[src/rtl/jse_pkg.sv]
// Package for the JSON string escaper: payload structs, character constants
// and the functions that map one raw byte to its escape run.
// No dependencies.
`timescale 1ns / 1ps

package jse_pkg;

    localparam int RUN_MAX   = 6;
    localparam int IDX_W     = $clog2(RUN_MAX);

    localparam logic [7:0] CTRL_LIMIT = 8'h20;
    localparam logic [7:0] HIGH_START = 8'h80;

    localparam logic [7:0] CHAR_QUOTE     = 8'h22;
    localparam logic [7:0] CHAR_BACKSLASH = 8'h5C;
    localparam logic [7:0] CHAR_NEWLINE   = 8'h0A;
    localparam logic [7:0] CHAR_TAB       = 8'h09;
    localparam logic [7:0] CHAR_RETURN    = 8'h0D;
    localparam logic [7:0] CHAR_BKSP      = 8'h08;
    localparam logic [7:0] CHAR_FORMFEED  = 8'h0C;
    localparam logic [7:0] CHAR_ZERO      = 8'h30;
    localparam logic [7:0] CHAR_LOWER_A   = 8'h61;
    localparam logic [7:0] CHAR_LOWER_N   = 8'h6E;
    localparam logic [7:0] CHAR_LOWER_T   = 8'h74;
    localparam logic [7:0] CHAR_LOWER_R   = 8'h72;
    localparam logic [7:0] CHAR_LOWER_B   = 8'h62;
    localparam logic [7:0] CHAR_LOWER_F   = 8'h66;
    localparam logic [7:0] CHAR_LOWER_U   = 8'h75;
    localparam logic [7:0] NO_SHORT_CODE  = 8'h00;

    localparam logic [IDX_W-1:0] LEN_PLAIN   = IDX_W'(1);
    localparam logic [IDX_W-1:0] LEN_SHORT   = IDX_W'(2);
    localparam logic [IDX_W-1:0] LEN_UNICODE = IDX_W'(6);

    localparam logic [IDX_W-1:0] POS_SLASH   = IDX_W'(0);
    localparam logic [IDX_W-1:0] POS_CODE    = IDX_W'(1);
    localparam logic [IDX_W-1:0] POS_ZERO_HI = IDX_W'(2);
    localparam logic [IDX_W-1:0] POS_ZERO_LO = IDX_W'(3);
    localparam logic [IDX_W-1:0] POS_HEX_HI  = IDX_W'(4);
    localparam logic [IDX_W-1:0] POS_HEX_LO  = IDX_W'(5);

    typedef logic [IDX_W-1:0] run_idx_t;

    typedef struct packed {
        logic [7:0] raw_byte;
        logic       string_end;
    } in_item_t;

    typedef struct packed {
        logic [7:0] escaped_byte;
        logic       run_last;
        logic       string_done;
    } out_item_t;

    // Letter of the two-byte escape, or NO_SHORT_CODE if the byte has none.
    function automatic logic [7:0] short_code(input logic [7:0] c);
        logic [7:0] code;
        begin
            case (c)
                CHAR_QUOTE:     code = CHAR_QUOTE;
                CHAR_BACKSLASH: code = CHAR_BACKSLASH;
                CHAR_NEWLINE:   code = CHAR_LOWER_N;
                CHAR_TAB:       code = CHAR_LOWER_T;
                CHAR_RETURN:    code = CHAR_LOWER_R;
                CHAR_BKSP:      code = CHAR_LOWER_B;
                CHAR_FORMFEED:  code = CHAR_LOWER_F;
                default:        code = NO_SHORT_CODE;
            endcase
            return code;
        end
    endfunction

    function automatic logic [7:0] hex_digit(input logic [3:0] nib);
        begin
            if (nib < 4'd10)
                return CHAR_ZERO + {4'd0, nib};
            else
                return CHAR_LOWER_A + {4'd0, nib} - 8'd10;
        end
    endfunction

    function automatic run_idx_t run_length(input logic [7:0] c);
        begin
            if (short_code(c) != NO_SHORT_CODE)
                return LEN_SHORT;
            else if (c < CTRL_LIMIT || c >= HIGH_START)
                return LEN_UNICODE;
            else
                return LEN_PLAIN;
        end
    endfunction

    // Byte at position idx of the escape run of c.
    function automatic logic [7:0] run_byte(input logic [7:0] c, input run_idx_t idx);
        logic [7:0] code;
        logic [7:0] b;
        begin
            code = short_code(c);
            case (idx)
                POS_SLASH:   b = (run_length(c) == LEN_PLAIN) ? c : CHAR_BACKSLASH;
                POS_CODE:    b = (code != NO_SHORT_CODE) ? code : CHAR_LOWER_U;
                POS_ZERO_HI: b = CHAR_ZERO;
                POS_ZERO_LO: b = CHAR_ZERO;
                POS_HEX_HI:  b = hex_digit(c[7:4]);
                POS_HEX_LO:  b = hex_digit(c[3:0]);
                default:     b = CHAR_ZERO;
            endcase
            return b;
        end
    endfunction

endpackage

[src/rtl/jse_in_if.sv]
// Valid/ready channel that carries raw string bytes into the escaper.
// Depends on jse_pkg for the payload struct.
`timescale 1ns / 1ps

interface jse_in_if;
    logic               valid;
    logic               ready;
    jse_pkg::in_item_t  data;

    modport source (output valid, output data, input ready);
    modport sink   (input valid, input data, output ready);
endinterface

[src/rtl/jse_out_if.sv]
// Valid/ready channel that carries escaped output bytes.
// Depends on jse_pkg for the payload struct.
`timescale 1ns / 1ps

interface jse_out_if;
    logic               valid;
    logic               ready;
    jse_pkg::out_item_t data;

    modport source (output valid, output data, input ready);
    modport sink   (input valid, input data, output ready);
endinterface

[src/rtl/json_string_escaper.sv]
// Top level of the JSON string escaper: item register, escape lookup and
// output register. Depends on jse_pkg, jse_in_if and jse_out_if.
`timescale 1ns / 1ps

// Each raw byte is held in an item register and expanded one output byte per
// cycle, while the output is not stalled, into a single output register. A
// byte from 0x20 to 0x7F other than a quote or backslash passes unchanged, so
// plain text streams at one byte per cycle while the output is not stalled; a
// quote, backslash or named control character becomes a two-byte run and any
// other byte below 0x20 or at 0x80 and above a six-byte run. The next raw
// byte is taken in the same cycle that the last byte of the current run
// moves into the output register.
module json_string_escaper (
    input  logic      clk,
    input  logic      rst_n,
    jse_in_if.sink    raw,
    jse_out_if.source escaped
);
    import jse_pkg::*;

    logic       cur_valid_reg;
    logic [7:0] cur_byte_reg;
    logic       cur_end_reg;
    run_idx_t   idx_reg;
    run_idx_t   idx_next;

    logic       out_valid_reg;
    logic       out_valid_next;
    out_item_t  out_data_reg;

    run_idx_t   run_len;
    logic       at_last;
    logic       advance;
    logic       take_in;

    assign run_len = run_length(cur_byte_reg);
    assign at_last = (idx_reg == run_len - IDX_W'(1));
    assign advance = cur_valid_reg && (!out_valid_reg || escaped.ready);
    assign take_in = raw.valid && raw.ready;

    assign raw.ready     = !cur_valid_reg || (advance && at_last);
    assign escaped.valid = out_valid_reg;
    assign escaped.data  = out_data_reg;

    always_comb
    begin
        idx_next = idx_reg;
        if (take_in)
            idx_next = '0;
        else if (advance && !at_last)
            idx_next = idx_reg + IDX_W'(1);
    end

    always_comb
    begin
        out_valid_next = out_valid_reg;
        if (advance)
            out_valid_next = 1'b1;
        else if (escaped.ready)
            out_valid_next = 1'b0;
    end

    always_ff @(posedge clk or negedge rst_n)
    begin
        if (!rst_n)
        begin
            cur_valid_reg <= 1'b0;
            idx_reg       <= '0;
            out_valid_reg <= 1'b0;
        end
        else
        begin
            idx_reg       <= idx_next;
            out_valid_reg <= out_valid_next;
            if (take_in)
                cur_valid_reg <= 1'b1;
            else if (advance && at_last)
                cur_valid_reg <= 1'b0;
        end
    end

    always_ff @(posedge clk)
    begin
        if (take_in)
        begin
            cur_byte_reg <= raw.data.raw_byte;
            cur_end_reg  <= raw.data.string_end;
        end
        if (advance)
        begin
            out_data_reg.escaped_byte <= run_byte(cur_byte_reg, idx_reg);
            out_data_reg.run_last     <= at_last;
            out_data_reg.string_done  <= at_last && cur_end_reg;
        end
    end

    // The run position never passes the end of the current run.
    a_idx_in_run: assert property (@(posedge clk) disable iff (!rst_n)
        cur_valid_reg |-> (idx_reg < run_len))
        else $error("run index beyond run length");

    // The end of the string is only ever marked on the closing byte of a run.
    a_done_on_last: assert property (@(posedge clk) disable iff (!rst_n)
        escaped.valid && escaped.data.string_done |-> escaped.data.run_last)
        else $error("string_done without run_last");

    // An accepted byte is held for expansion in the next cycle.
    a_take_holds: assert property (@(posedge clk) disable iff (!rst_n)
        take_in |=> cur_valid_reg)
        else $error("accepted byte not held");

    // When a byte that does not close its run is accepted, the run is still in progress.
    a_run_continues: assert property (@(posedge clk) disable iff (!rst_n)
        escaped.valid && escaped.ready && !escaped.data.run_last |-> cur_valid_reg)
        else $error("run ended early");

    // A new byte is never taken while a run still has bytes left to issue.
    a_no_overrun: assert property (@(posedge clk) disable iff (!rst_n)
        cur_valid_reg && !at_last |-> !raw.ready)
        else $error("input taken in the middle of a run");

endmodule
[src/flat_wrapper.sv]
// flat-port wrapper written by rule: the top's interface ports become plain ports
module json_string_escaper_flat import jse_pkg::*;
  (clk, rst_n, raw_valid, raw_data, raw_ready, escaped_valid, escaped_data, escaped_ready);
  jse_in_if raw_i ();
  jse_out_if escaped_i ();
  input  logic clk;
  input  logic rst_n;
  input wire logic [$bits(raw_i.valid)-1:0] raw_valid;
  input wire logic [$bits(raw_i.data)-1:0] raw_data;
  output wire logic [$bits(raw_i.ready)-1:0] raw_ready;
  output wire logic [$bits(escaped_i.valid)-1:0] escaped_valid;
  output wire logic [$bits(escaped_i.data)-1:0] escaped_data;
  input wire logic [$bits(escaped_i.ready)-1:0] escaped_ready;
  assign raw_i.valid = raw_valid;
  assign raw_i.data = raw_data;
  assign raw_ready = raw_i.ready;
  assign escaped_valid = escaped_i.valid;
  assign escaped_data = escaped_i.data;
  assign escaped_i.ready = escaped_ready;
  json_string_escaper u_core (.clk(clk), .rst_n(rst_n), .raw(raw_i), .escaped(escaped_i));
endmodule
[config.mk]
export PLATFORM = sky130hd
export DESIGN_NAME = json_string_escaper_flat
export DESIGN_NICKNAME = d
export VERILOG_FILES = /design/src/rtl/jse_pkg.sv /design/src/rtl/jse_in_if.sv /design/src/rtl/jse_out_if.sv /design/src/rtl/json_string_escaper.sv /design/src/flat_wrapper.sv
export SDC_FILE = /design/constraint.sdc
export NUM_CORES = 1
export LEC_CHECK = 0
export BUFFER_PORTS_ARGS = -buffer_cell sky130_fd_sc_hd__buf_2
export CAP_MARGIN = 20
export CORE_MARGIN = 4
export CORE_UTILIZATION = 55
export CTS_BUF_LIST = sky130_fd_sc_hd__clkbuf_16
export CTS_CLUSTER_DIAMETER = 30
export DETAILED_ROUTE_END_ITERATION = 6
export PLACE_DENSITY = 0.78
export RECOVER_POWER = 100
export SLEW_MARGIN = 20
export SYNTH_ARGS = -nofsm -noshare
export SYNTH_HDL_FRONTEND = slang
export SYNTH_SLANG_ARGS = --single-unit
[constraint.sdc]
create_clock -name clk -period 6.4 [get_ports clk]
set_input_delay 0.32 -clock clk [delete_from_list [all_inputs] [get_ports clk]]
set_output_delay 0.32 -clock clk [all_outputs]
set_load 0.01 [all_outputs]
==> results.cfg, run 1 <==
[floorplanning]
io_pins = 25
fp.coreArea_um2 = 2760
die_w_um = 61.6
die_area_um2 = 3800
rows = 19
die_h_um = 61.6
initial_core_util_pct = 57.4

[yosys]
yosysWarnings = 0
yosysMostFrequentCell = nand2_1
synthTopCellsByArea = edfxtp_1 (36%), dfrtp_1 (7.9%), ha_1 (7.9%)
yosys_register_bits = 24
avgSynthCellArea_um2 = 9.77
synthFlopType = edfxtp_1
synth-seq-area-share_pct = 44.0
synth_fp_nets = 185
yosys.area.top_type = edfxtp_1
async_flop_share_pct = 20.8
synth-edff-count = 19
syn_area_um2 = 1580
yosys-top-cells-count = nand2_1 (22), edfxtp_1 (19), inv_1 (12)
synth_cell_types = 47
syn-instance-count = 162
synth_top_area_share_pct = 36.0

[flow_run]
cap_violations = 0

[clock_network]
clkLatencyLatePin_ns = 0.26
clk_pin_slew_ns = 0.06
cts-buffers-inserted = 3
cts_sinks = 24
postCtsSetupBuffers = 0
clockBufferDepth = 2
root_buffer = clkbuf_16
h-tree-depth = 1
cts_tree = built

[pwr]
power.density_nw_per_um2 = 390
p_seq_share_pct = 40.4
power.switching_mw = 0.240
pwr-share-clk_pct = 25.6
swShare_pct = 34.6
p_int_mw = 0.454
leakage_nw = 0.698
power.total_mw = 0.693
p_comb_share_pct = 33.9
ir_worst_vdd_mv = 0.304

[setup_path]
critPathLaunchType = flip-flop
path_max_fanout = 9
cp.required_ns = 6.29
crit_arrival_ns = 2.95
cp-end-kind = flip-flop
crit_type = flip-flop to flip-flop

[global_routing]
grt_usage_pct = 18.7
antenna_found_initial = 0
globalRoute.totalOverflow = 0
first_global_vias = 1153
grt_pass1_wl_um = 5200
grt_max_degree = 29

[sta]
tns_ns = 0
report.final.slew_viol_count = 0
hold_viol_final = 0
worst_pin_slew_ns = 0.837
period_needed_ns = 3.06
rsz0062_at_grt = false
period_share_pct = 47.8
fin_skew_ns = 0.00136
setup_viol = 0
fmax_ghz = 0.327
relSlewSlack_pct = 44.1

[detailed_routing]
antenna_left = 0
drt-total-wl_um = 3100
drt_iter0_drc = 71
viasPerCell = 5.94
drc = 0
vias = 1259
wl_per_cell_um = 14.6
drtPass1Iterations = 4

[final_layout]
area_delta_synth_final_pct = 12.3
final_layout_size_suffix_gt1_share_pct = 10.5
fin_nets = 205
diodes = 0
largest_reg_flops = 10
design_area_um2 = 1780
fillCellCount = 220
fin_cells = 212
final_core_util_pct = 64.4

[place]
gp_routability_congestion = 0.934
placedInstanceArea_um2 = 1680
hpwl_um = 2400
placed_cells = 207
portBuffers = 24

[outcome]
status = finished, final reports clean

[min_path]
hold_path_class = input port to flip-flop
## worst max-delay path, stage by stage (launching register included)
cell and delay (ns):
edfxtp_1 0.47, inv_1 0.19, ha_1 0.26, nand4b_4 0.12, or2_0 0.35, a311o_1 0.43, a21o_1 0.23, a21oi_1 0.64
## cell usage in the layout (no fill, tap or decap), drive strengths merged, types with 3 or more instances in the layout
cell / count
nand2: 22
edfxtp: 19
clkbuf: 16
inv: 12
buf: 11
ha: 10
a21oi: 8
o21ai: 8
nor2: 7
a31oi: 6
dfrtp: 5
nor3b: 4
nand4: 4
o211ai: 4
nor2b: 3
o31ai: 3
nand2b: 3
## power groups by stage
| stage | registers [mW] | logic [mW] | clock network [mW] |
|---|---|---|---|
| after floorplan | 0.267 | 0.190 | 0 |
| after global placement | 0.281 | 0.242 | 0 |
| after detailed placement | 0.282 | 0.245 | 0 |
| after CTS | 0.278 | 0.247 | 0.181 |
| after global routing | 0.290 | 0.270 | 0.186 |
| final | 0.280 | 0.235 | 0.178 |
## final timing paths
check / from / to / depth (start not counted) / slack (ns)
setup / recovery: u_core.cur_byte_reg[1]$_DFFE_PP_ / u_core.cur_byte_reg[2]$_DFFE_PP_ / 7 / 3.34
max in group asynchronous: rst_n / u_core.idx_reg[0]$_DFFE_PN0P_ / 2 / 5.73
hold / removal: raw_data[6] / u_core.cur_byte_reg[5]$_DFFE_PP_ / 1 / 0.23
min in group asynchronous: rst_n / u_core.escaped.valid$_DFFE_PN0P_ / 2 / 0.45
hold reg to reg: u_core.cur_end_reg$_DFFE_PP_ / u_core.escaped.data[0]$_DFFE_PP_ / 1 / 0.57
setup reg to reg: u_core.cur_byte_reg[1]$_DFFE_PP_ / u_core.cur_byte_reg[2]$_DFFE_PP_ / 7 / 3.34
## metrics by stage
| stage | hold WS (ns) | setup slack [ns] |
|---|---|---|
| CTS | 0.225 | 3.37 |
| detailed placement | 0.150 | 3.38 |
| floorplan | 0.0244 | 3.65 |
| global placement | 0.139 | 3.48 |
| global route | 0.230 | 3.10 |
| finish | 0.229 | 3.34 |
## what timing repair did
item,CTS,global route
hold endpoints to repair,5,0
hold buffers,1,0
resized for setup,0,0
## cell families after synthesis
| logic type | share of synthesized area [%] |
|---|---|
| mux | 0.632 |
| flops | 44.0 |
| compound gates | 18.6 |
| xor+xnor | 1.11 |
| other cells | 0.237 |
| simple gates | 20.9 |
| buf+inv | 6.72 |
| fa+ha+maj | 7.91 |
## metal layers
layer / wire [µm] / up-vias / track usage, % / share of wire, %
met1: 1360 / 565 / 25.9 / 44
met5: 0 / - / 0 / 0
li1: - / 626 / - / -
met3: 252 / 7 / 2.52 / 8.1
met4: 78 / 0 / 9.09 / 2.5
met2: 1410 / 61 / 28.6 / 46
## layout make-up
| class | instances | area (µm²) | share of cell area, % |
|---|---|---|---|
| clock inverter | 1 | 30.0 | 1.69 |
| clock buffer | 3 | 75.1 | 4.23 |
| tap | 31 | 38.8 | 2.18 |
| timing repair buffer | 25 | 114 | 6.41 |
| multi-input combinational | 116 | 778 | 43.8 |
| sequential | 24 | 696 | 39.2 |
| inverter | 12 | 45.0 | 2.54 |
(Power assumes the default switching activity.)
==> run 2: changes to the inputs <==
Clock period 6.4 ns to 2.9 ns, I/O delays scaled along.
==> run 2 against run 1 <==
Clock-buffer cell count did not move. Wire length rose by 4.5%. Largest cell class unchanged. Register-to-register slack got worse by 3.1 ns. Final area fell by 1.1%. Sequential power rose by 110%. Critical path depth rose by 1. Sequential share of layout area rose by 0.45 points. Clock skew rose by 0.0024 ns.
==> results.cfg, run 2 (synthesis results as in run 1) <==
[clock_network]
clockBufferDepth = 2
clk_pin_slew_ns = 0.05
postCtsSetupBuffers = 0
cts-buffers-inserted = 3
hold_buffers = 1
clkLatencyLatePin_ns = 0.25
h-tree-depth = 1
cts_sinks = 24
cts_tree = built
cts_resized = 0
root_buffer = clkbuf_16

[setup_path]
endpoint = u_core.cur_byte_reg[3]$_DFFE_PP_
crit_arrival_ns = 2.66
crit_type = flip-flop to flip-flop
path_max_fanout = 9
reg2reg_depth = 8
critPathLaunchType = flip-flop
rr_endpoint = u_core.cur_byte_reg[3]$_DFFE_PP_
startpoint = u_core.cur_byte_reg[1]$_DFFE_PP_
r2r_start = u_core.cur_byte_reg[1]$_DFFE_PP_
cp.required_ns = 2.86
r2r_setup_slack_ns = 0.20
cp-end-kind = flip-flop

[final_layout]
final_cell_mix = nand2_1 (22), edfxtp_1 (19), inv_1 (13), clkbuf_1 (13), buf_2 (11)
largest_reg_flops = 10
fillCellCount = 232
fin_cells = 214
final_layout_size_suffix_gt1_share_pct = 10.9
area_delta_synth_final_pct = 11.0
register_area_um2 = 696
fin_nets = 207
multi_input_area_um2 = 769
diodes = 0
layout_commonest_cell = nand2_1

[detailed_routing]
drt-total-wl_um = 3240
antenna_left = 0
drc = 0
drtPass1Iterations = 4
vias = 1283
viasPerCell = 6.00
drt_iter0_drc = 68
wl_per_cell_um = 15.1

[floorplanning]
initial_core_util_pct = 57.4
die_area_um2 = 3800
die_h_um = 61.6
io_pins = 25
fp.coreArea_um2 = 2760
die_w_um = 61.6
rows = 19

[sta]
fin_skew_ns = 0.00376
fmax_ghz = 0.370
worst_hold_slack_ns = 0.0702
period_share_pct = 93.1
relSlewSlack_pct = 41.8
setup_viol = 0
tns_ns = 0
hold_viol_final = 0
rsz0062_at_grt = false
period_needed_ns = 2.70
report.final.slew_viol_count = 0
worst_pin_slew_ns = 0.871

[global_routing]
first_global_vias = 1100
globalRoute.totalOverflow = 0
grt_max_degree = 28
grt_pass1_wl_um = 5090
antenna_found_initial = 0
grt_usage_pct = 18.2

[pwr]
power.density_nw_per_um2 = 816
ir_worst_vdd_mv = 0.711
leakage_nw = 0.692

[place]
gp_routability_congestion = 0.939
placed_cells = 209
hpwl_um = 2450
portBuffers = 24

[min_path]
hold_path_class = input port to flip-flop
hold-path-cell-count = 1

[flow_run]
cap_violations = 0

[outcome]
status = finished, final reports clean
## run 2: how the worst min path moves through the flow
stage,from,to
6_report,raw_data[6],u_core.cur_byte_reg[5]$_DFFE_PP_
5_1_grt,raw_data[5],u_core.cur_byte_reg[4]$_DFFE_PP_
4_1_cts,raw_data[0],u_core.cur_end_reg$_DFFE_PP_
3_5_place_dp,rst_n,u_core.idx_reg[2]$_DFFE_PN0P_
3_3_place_gp,rst_n,u_core.idx_reg[0]$_DFFE_PN0P_
2_1_floorplan,rst_n,u_core.cur_valid_reg$_DFFE_PN0P_
## run 2: stage by stage
| stage | area [µm²] | utilization [%] | total power [mW] | worst slack, ns |
|---|---|---|---|---|
| finish | 1760 | 63.7 | 1.43 | 0.199 |
| detailed placement | 1700 | 61.5 | 1.18 | 0.290 |
| CTS | 1780 | 64.7 | 1.47 | 0.270 |
| global route | 1760 | 63.7 | 1.56 | 0.0704 |
| global placement | 1700 | 61.5 | 1.16 | 0.379 |
| floorplan | 1580 | - | 1.01 | 0.150 |
## run 2: worst max-delay path: stages (launching register included)
cell	delay [ns]
edfxtp_1	0.46
inv_1	0.18
ha_1	0.24
nand4b_2	0.14
or2_0	0.38
a311o_1	0.44
a21o_1	0.23
a21oi_1	0.15
buf_4	0.18
## run 2: final cells by class
| cell class | count | area share [%] |
|---|---|---|
| multi-input combinational | 116 | 43.8 |
| tap | 31 | 2.21 |
| sequential | 24 | 39.6 |
| clock buffer | 3 | 4.27 |
| clock inverter | 1 | 0.214 |
| inverter | 12 | 2.56 |
| timing repair buffer | 27 | 7.34 |
## run 2: power breakdown
| part | switching, mW | total (mW) | internal, mW |
|---|---|---|---|
| Combinational | 0.340 | 0.569 | 0.229 |
| Clock | 0.0975 | 0.281 | 0.183 |
| Sequential | 0.0784 | 0.584 | 0.506 |
| Total | 0.515 | 1.43 | 0.918 |
## run 2: per-layer routing
metal  track usage [%]  share of wire, %
met1              25.2                43
met2              28.1                48
met3              4.82               8.1
met4              5.15               1.4
met5                 0                 0
==> run 3: changes to the inputs <==
Settings changed: CORE_UTILIZATION 55 to 25, PLACE_DENSITY 0.78 to not set.
==> run 3 against run 2 <==
Sequential power barely moved. First-iteration DRC count rose by 68%. Wire length rose by 1.7%. Maximum frequency rose by 2.4%. Cell count rose by 21%. Global-route usage fell by 9.6 points. Non-clock buffer count did not move. Combinational power barely moved. Total power rose by 1.0%. Sequential cell count did not move. Clock skew rose by 0.00055 ns. Critical path type unchanged. Highest routed layer unchanged.
==> results.cfg, run 3 (synthesis results as in run 1) <==
[place]
portBuffers = 24
placedInstanceArea_um2 = 1750
placed_cells = 253
preCtsSetupSlack_ns = 0.303
hpwl_um = 2490
gp_routability_congestion = 0.924

[clock_network]
cts_tree = built
clockBufferDepth = 2
h-tree-depth = 1
clkLatencyLatePin_ns = 0.25
root_buffer = clkbuf_16
clk_pin_slew_ns = 0.06
cts_sinks = 24
cts-buffers-inserted = 3

[floorplanning]
initial_core_util_pct = 26.3
io_pins = 25
rows = 28
fp.coreArea_um2 = 6030
die_w_um = 87.6
die_area_um2 = 7670
die_h_um = 87.6

[setup_path]
crit_arrival_ns = 2.60
path_max_fanout = 9
crit_type = flip-flop to flip-flop
critPathLaunchType = flip-flop
r2r_setup_slack_ns = 0.26
cp-end-kind = flip-flop
reg2reg_depth = 8
cp.required_ns = 2.86

[sta]
fin_ws_ns = 0.263
worst_pin_slew_ns = 0.918
report.final.slew_viol_count = 0
hold_viol_final = 0
tns_ns = 0
period_needed_ns = 2.64
relSlewSlack_pct = 38.7
fin_skew_ns = 0.00432
setup_viol = 0
period_share_pct = 90.9
fmax_ghz = 0.379
rsz0062_at_grt = false

[final_layout]
fin_nets = 207
fillCellCount = 650
final_cell_mix = nand2_1 (22), edfxtp_1 (19), inv_1 (13), clkbuf_1 (13), buf_2 (11)
diodes = 0
largest_reg_flops = 10
design_area_um2 = 1820
multi_input_area_um2 = 778
register_area_um2 = 696
area_delta_synth_final_pct = 15.0
final_layout_size_suffix_gt1_share_pct = 10.9
fin_cells = 258
layout_commonest_cell = nand2_1

[pwr]
leakage_nw = 0.700
ir_worst_vdd_mv = 0.280
power.total_mw = 1.45
power.density_nw_per_um2 = 796

[min_path]
hold_path_class = input port to flip-flop
hold-path-cell-count = 1

[detailed_routing]
drtPass1Iterations = 4
drt-total-wl_um = 3300
drc = 0
drt_iter0_drc = 114
vias = 1259
viasPerCell = 4.88
wl_per_cell_um = 12.8
antenna_left = 0

[global_routing]
globalRoute.totalOverflow = 0
antenna_found_initial = 0
grt_usage_pct = 8.60
first_global_vias = 1088
grt_pass1_wl_um = 5200
grt_max_degree = 28

[flow_run]
cap_violations = 0

[outcome]
status = finished, final reports clean
[run 3: worst max-delay path, cell delays in order (launching register included)]
cell      delay [ns]
edfxtp_1        0.51
inv_1           0.15
ha_1            0.22
and4bb_2        0.30
o31ai_1         0.14
a311o_1         0.44
a21o_1          0.23
a21oi_1         0.16
buf_4           0.20
[run 3: layout make-up]
type,count,share of cell area [%]
clock buffer,3,4.12
clock inverter,1,0.206
inverter,12,2.47
multi-input combinational,116,42.7
sequential,24,38.2
tap,75,5.15
timing repair buffer,27,7.08
[run 3: per-layer routing]
metal	up-vias	track usage [%]	wire, µm
li1	631	-	-
met1	580	12.7	1580
met2	46	12.6	1440
met3	2	2.63	263
met4	0	1.26	13
met5	-	0	0
[run 3: final timing paths]
| path | startpoint | endpoint |
|---|---|---|
| max reg2reg | u_core.cur_byte_reg[5]$_DFFE_PP_ | u_core.cur_byte_reg[0]$_DFFE_PP_ |
| max | u_core.cur_byte_reg[5]$_DFFE_PP_ | u_core.cur_byte_reg[0]$_DFFE_PP_ |
| min reg2reg | u_core.cur_end_reg$_DFFE_PP_ | u_core.escaped.data[0]$_DFFE_PP_ |
| max in group asynchronous | rst_n | u_core.idx_reg[1]$_DFFE_PN0P_ |
| min | raw_data[5] | u_core.cur_byte_reg[4]$_DFFE_PP_ |
| min in group asynchronous | rst_n | u_core.idx_reg[2]$_DFFE_PN0P_ |
[run 3: stage by stage]
step / utilization, % / hold slack, ns
after floorplan: - / -0.151
after detailed placement: 29.0 / -0.0348
after CTS: 30.5 / 0.0607
after global placement: 29.0 / -0.0339
after global routing: 30.2 / 0.0637
final: 30.2 / 0.0651
[run 3: report_power, final]
group / internal (mW) / switching [mW] / total (mW)
Clock: 0.184 / 0.109 / 0.293
Sequential: 0.505 / 0.0816 / 0.587
Combinational: 0.230 / 0.338 / 0.568
Total: 0.920 / 0.529 / 1.45
[run 3: what timing repair did]
| action | CTS | global route |
|---|---|---|
| hold buffers | 1 | 0 |
| endpoints found under the hold margin | 5 | 0 |
| buffers inserted | 0 | 0 |
| resized for setup | 0 | 0 |
| endpoints found under the setup margin | 0 | 0 |
